## config.mk

```make
export PLATFORM = sky130hd
export DESIGN_NAME = gyz_ctrl
export DESIGN_NICKNAME = d
export VERILOG_FILES = /design/src/rtl/gyz_pkg.sv /design/src/rtl/gyz_ctrl.sv
export SDC_FILE = /design/constraint.sdc
export NUM_CORES = 1
export LEC_CHECK = 0
export BUFFER_PORTS_ARGS = -buffer_cell sky130_fd_sc_hd__buf_4
export CORE_AREA = 10 10 57 64
export CTS_BUF_LIST = sky130_fd_sc_hd__clkbuf_2 sky130_fd_sc_hd__clkbuf_4 sky130_fd_sc_hd__clkbuf_8
export DETAILED_ROUTE_END_ITERATION = 10
export DIE_AREA = 0 0 67 74
export SLEW_MARGIN = 20
export SYNTH_ARGS = -nofsm -noshare
export SYNTH_HDL_FRONTEND = slang
export SYNTH_SLANG_ARGS = --single-unit
```

## constraint.sdc

```tcl
create_clock -name clk -period 1.6 [get_ports clk]
set_input_delay 0.16 -clock clk [delete_from_list [all_inputs] [get_ports clk]]
set_output_delay 0.16 -clock clk [all_outputs]
set_load 0.02 [all_outputs]
```

## src/rtl/gyz_pkg.sv

```systemverilog
// Shared types and constants for the gyro yaw integrator with still-time bias trim.
// Used by the controller, the datapath, the top level and the checker.
package gyz_pkg;

	// Field widths of the channels and registers.
	localparam int RATE_W     = 24;
	localparam int COUNT_W    = 16;
	localparam int TIME_W     = 63;
	localparam int YAW_W      = 64;
	localparam int SUM_W      = 40;
	localparam int STEP_W     = 20;
	localparam int LIMIT_W    = 23;
	localparam int WINDOW_W   = 32;
	localparam int GAIN_W     = 17;
	localparam int CFG_IDX_W  = 3;
	localparam int CFG_DATA_W = 32;

	// Derived datapath widths.
	localparam int PAIR_W      = RATE_W + 1;
	localparam int PROD_W      = PAIR_W + STEP_W + 1;
	localparam int HALF_W      = SUM_W / 2;
	localparam int PP_W        = GAIN_W + HALF_W;
	localparam int TPROD_W     = GAIN_W + SUM_W;
	localparam int TRIM_SHIFT  = 16;
	localparam int QUO_W       = TPROD_W - TRIM_SHIFT;
	localparam int BSUM_W      = QUO_W + 2;
	localparam int DIV_CNT_W   = $clog2(QUO_W);

	// Register indexes of the configuration port.
	localparam logic [CFG_IDX_W-1:0] CFG_MAX_STEP   = 3'd0;
	localparam logic [CFG_IDX_W-1:0] CFG_STILL_LIM  = 3'd1;
	localparam logic [CFG_IDX_W-1:0] CFG_TRIM_WIN   = 3'd2;
	localparam logic [CFG_IDX_W-1:0] CFG_TRIM_GAIN  = 3'd3;
	localparam logic [CFG_IDX_W-1:0] CFG_INIT_BIAS  = 3'd4;
	localparam logic [CFG_IDX_W-1:0] CFG_INIT_CALIB = 3'd5;

	// Register reset values.
	localparam logic [STEP_W-1:0]   MAX_STEP_RST  = 20'd25000;
	localparam logic [LIMIT_W-1:0]  STILL_LIM_RST = 23'd20972;
	localparam logic [WINDOW_W-1:0] TRIM_WIN_RST  = 32'd1000000;
	localparam logic [GAIN_W-1:0]   TRIM_GAIN_RST = 17'd6554;

	typedef struct packed {
		logic signed [RATE_W-1:0] gyro_rate_raw;
		logic [TIME_W-1:0]        sample_time_us;
		logic                     motors_idle;
	} gyz_in_t;

	typedef struct packed {
		logic signed [YAW_W-1:0]  yaw_total;
		logic signed [RATE_W-1:0] corrected_rate;
		logic signed [RATE_W-1:0] bias_now;
		logic                     is_calibrated;
		logic                     bias_trimmed;
	} gyz_out_t;

	// Strobes from the controller to the datapath, one per step.
	typedef struct packed {
		logic load_in;
		logic diff;
		logic step;
		logic mul;
		logic acc;
		logic mlo;
		logic mhi;
		logic div_step;
		logic bias_upd;
		logic load_out;
	} gyz_cmd_t;

	typedef struct packed {
		logic trim_end;
	} gyz_stat_t;

endpackage

```

## src/rtl/gyz_ctrl.sv

```systemverilog
// Sequencing controller of the gyro yaw integrator.
// Depends on gyz_pkg for the command and status types.
module gyz_ctrl import gyz_pkg::*; (
	input  logic      clk,
	input  logic      arst_n,
	input  logic      in_valid,
	output logic      in_stall,
	output logic      out_valid,
	input  logic      out_stall,
	input  gyz_stat_t status,
	output gyz_cmd_t  cmd
);

	localparam logic [3:0] ST_IDLE  = 4'd0;
	localparam logic [3:0] ST_DIFF  = 4'd1;
	localparam logic [3:0] ST_STEP  = 4'd2;
	localparam logic [3:0] ST_MUL   = 4'd3;
	localparam logic [3:0] ST_ACC   = 4'd4;
	localparam logic [3:0] ST_MLO   = 4'd5;
	localparam logic [3:0] ST_MHI   = 4'd6;
	localparam logic [3:0] ST_DIV   = 4'd7;
	localparam logic [3:0] ST_BIAS  = 4'd8;
	localparam logic [3:0] ST_WRITE = 4'd9;

	logic [3:0]           state_q;
	logic [3:0]           state_nx;
	logic [DIV_CNT_W-1:0] cnt_q;
	logic                 out_valid_q;
	logic                 out_free;

	assign out_free  = !out_valid_q || !out_stall;
	assign in_stall  = (state_q != ST_IDLE);
	assign out_valid = out_valid_q;

	always_comb begin
		state_nx = state_q;
		cmd      = '0;
		case (state_q)
			ST_IDLE: begin
				if (in_valid) begin
					cmd.load_in = 1'b1;
					state_nx    = ST_DIFF;
				end
			end
			ST_DIFF: begin
				cmd.diff = 1'b1;
				state_nx = ST_STEP;
			end
			ST_STEP: begin
				cmd.step = 1'b1;
				state_nx = ST_MUL;
			end
			ST_MUL: begin
				cmd.mul  = 1'b1;
				state_nx = ST_ACC;
			end
			ST_ACC: begin
				cmd.acc  = 1'b1;
				state_nx = status.trim_end ? ST_MLO : ST_WRITE;
			end
			ST_MLO: begin
				cmd.mlo  = 1'b1;
				state_nx = ST_MHI;
			end
			ST_MHI: begin
				cmd.mhi  = 1'b1;
				state_nx = ST_DIV;
			end
			ST_DIV: begin
				cmd.div_step = 1'b1;
				if (cnt_q == '0) begin
					state_nx = ST_BIAS;
				end
			end
			ST_BIAS: begin
				cmd.bias_upd = 1'b1;
				state_nx     = ST_WRITE;
			end
			ST_WRITE: begin
				if (out_free) begin
					cmd.load_out = 1'b1;
					state_nx     = ST_IDLE;
				end
			end
			default: begin
				state_nx = ST_IDLE;
			end
		endcase
	end

	always_ff @(posedge clk or negedge arst_n) begin
		if (!arst_n) begin
			state_q     <= ST_IDLE;
			cnt_q       <= '0;
			out_valid_q <= 1'b0;
		end else begin
			state_q <= state_nx;
			if (cmd.mhi) begin
				cnt_q <= DIV_CNT_W'(QUO_W - 1);
			end else if (cmd.div_step) begin
				cnt_q <= cnt_q - 1'b1;
			end
			if (cmd.load_out) begin
				out_valid_q <= 1'b1;
			end else if (!out_stall) begin
				out_valid_q <= 1'b0;
			end
		end
	end

endmodule

```

==> out/qor.txt <==
Status -> completed
Area occupied by multi-input gates -> 395 um2
Share of the synthesized area in the top cell type -> 39.7%
Die footprint -> 0.00496 mm2
Clock tree sinks -> 11
Final hold slack -> 0.131 ns
Tcrit/Tclk final -> 97.4%
Via density -> 4.77
TritonCTS clock tree -> built
Inserted Clock Buffers -> 3
Fmax -> 642 MHz
Area Growth Syn to Fin -> 39.9%
Switching share of power -> 43.7%
Crit end category -> output pin
Largest cells by area after synthesis -> dfrtp_1 (40%), nor3_1 (5.8%), nand2_1 (5.4%)
Dpl cells -> 124
Peak supply drop -> 961 uV
# fillers -> 231
CORE AREA -> 0.00240 mm2
Sw power -> 0.812 mW
Routed wire per std cell -> 13.7 um
Rel. slew slack -> 79.4%
Flops & latches, synth -> 11
Yosys Warn Count -> 0
Reg power frac -> 28.5%
Post-synthesis sequential area ratio -> 39.7%
Largest net degree at the start of global routing -> 14
RePlAce Congestion -> 0.791
Cell taking the most area after synthesis -> dfrtp_1
Worst-case clock buffer depth -> 2
Initial drt markers -> 20
Worst EP arrival -> 1.40 ns
Async SR Flop Fraction -> 100%
Final setup fails -> 0
Clk pwr share -> 11.4%
Dominant synthesized flop cell -> dfrtp_1
DR vias -> 668
Pre-CTS setup slack -> 0.162 ns
Worst setup margin -> 0.0413 ns
P_leak -> 0.463 nW
Initial Util -> 28.9%
Die height -> 74 um
Fin Clk Skew -> 0.00479 ns
Post-DP HPWL -> 1.22 mm
Worst-Margin Slew -> 0.307 ns
Tmin final -> 1.56 ns
IO Pins -> 17
Worst-path clk slew -> 0.07 ns
Worst skew pair latency -> 0.27 ns
Worst Path Required -> 1.44 ns
Pwr dens -> 1920 mW/mm2
Cells after Synth -> 82
Unrepaired setup endpoints after global routing -> true
Layout cell share with drive strength beyond 1 -> 43.1%
Syn Nets -> 89
MaxCap Viol Count -> 0
Synth unique cells -> 25
Non-Filler Instances -> 140
Final wirelength -> 1.92 mm
FF/Latch Area -> 280 um2
CP Max Fanout -> 10
DR pass1 iterations -> 6
Int Pwr -> 1.05 mW
Clock root buffer -> clkbuf_4
Total gr overflow -> 0
Layout Nets -> 117
# port buffers -> 16
Startpoint class of the critical path -> flop
H-tree Lvls -> 1
Hold Violations, Final -> 0
Post-synth EDFFs -> 0
Commonest cells post-synth -> dfrtp_1 (11), nand2_1 (10), nor2_1 (9)
Worst min path class -> input port to flop
Number of diodes -> 0
Kind of critical path -> flop to output pin
Final core utilization -> 40.4%
First-pass GRT wire length -> 2.95 mm
Mapped cell area -> 693 um2
Num rows -> 19
ANT nets after route -> 0
# DRC -> 0
GRT Util Overall -> 7.79%
Max Transition Viols Final -> 0
Syn Area/Cell -> 8.45 um2
Initial antenna violation count -> 0
Most frequent cell after synthesis -> dfrtp_1
Comb pwr share -> 60.1%
Setup_tns -> 0 ns
Vias in the first global route -> 660
Die X -> 67 um
## registers in the layout, indices dropped and copies added, names as in the netlist
register,flops
cnt_q,6
out_valid,1
state_q,4
## cells in the final DEF, fill, tap and decap left out, drive strengths merged, types with 3 or more instances in the layout
cell type,count
buf,27
clkbuf,4
nand2b,5
inv,4
nor2,9
nand3,5
dfrtp,11
a21oi,5
nand2,10
nor3,9
o21ai,4
xor2,3
## power groups by stage
stage,clock network (mW),logic [mW],registers (mW)
floorplan,0,0.695,0.473
global placement,0,0.788,0.581
detailed placement,0,0.788,0.584
CTS,0.219,0.981,0.533
global route,0.237,1.23,0.541
finish,0.212,1.12,0.530
## path summary, 6_finish.rpt
| check | start | to | slack [ns] | cells past startpoint |
|---|---|---|---|---|
| max | state_q[1]$_DFFE_PN0P_ | cmd[2] | 0.04 | 3 |
| min | out_stall | out_valid$_DFFE_PN0P_ | 0.13 | 3 |
| max reg2reg | state_q[0]$_DFFE_PN0P_ | state_q[3]$_DFFE_PN0P_ | 0.10 | 5 |
| min reg2reg | cnt_q[0]$_DFFE_PN0P_ | cnt_q[0]$_DFFE_PN0P_ | 0.52 | 2 |
| max in group asynchronous | arst_n | state_q[3]$_DFFE_PN0P_ | 1.19 | 2 |
| min in group asynchronous | arst_n | state_q[1]$_DFFE_PN0P_ | 0.25 | 2 |
## per-layer routing
metal / vias up / GRT usage [%] / part of all wire (%)
met5: - / 0 / 0
met4: 0 / 5.48 / 3.3
met3: 6 / 3.60 / 8.5
met2: 22 / 13.0 / 51
met1: 310 / 7.47 / 37
li1: 330 / - / -
## cell families after synthesis
| group | synth area share [%] |
|---|---|
| AOI/OAI and AO/OA | 11.0 |
| muxes | 2.17 |
| adders and majority gates | 3.61 |
| DFF | 39.7 |
| and+or+nand+nor | 32.3 |
| xor gates and xnor gates | 3.79 |
| buffers and inverters | 7.40 |
## cell type report
cell class	count	share of cell area (%)
clock buffers	4	3.10
inverters	4	1.55
multi-input cells	62	40.8
flip-flops and latches	11	28.9
well taps	31	4.00
repair buffers	28	21.7
## through the flow
step / instance area [um2] / power, mW
final: 970 / 1.86
after global routing: 970 / 2.01
after CTS: 921 / 1.73
after detailed placement: 816 / 1.37
after global placement: 816 / 1.37
after floorplan: 693 / 1.17
## critical path: stages (launching register included)
cell and delay, ns:
dfrtp_2 0.38, buf_4 0.17, and4b_1 0.38, buf_4 0.20
## what timing repair did
action / 4_1_cts / 5_1_grt
hold buffers: 1 / 0
setup buffers: 7 / 4
pin swaps: 0 / 1
endpoints found under the hold margin: 11 / 0
cloned: 0 / 0
endpoints found under the setup margin: 2 / 3
resized for setup: 5 / 6
Note: power is estimated with default switching activity, not from simulation.
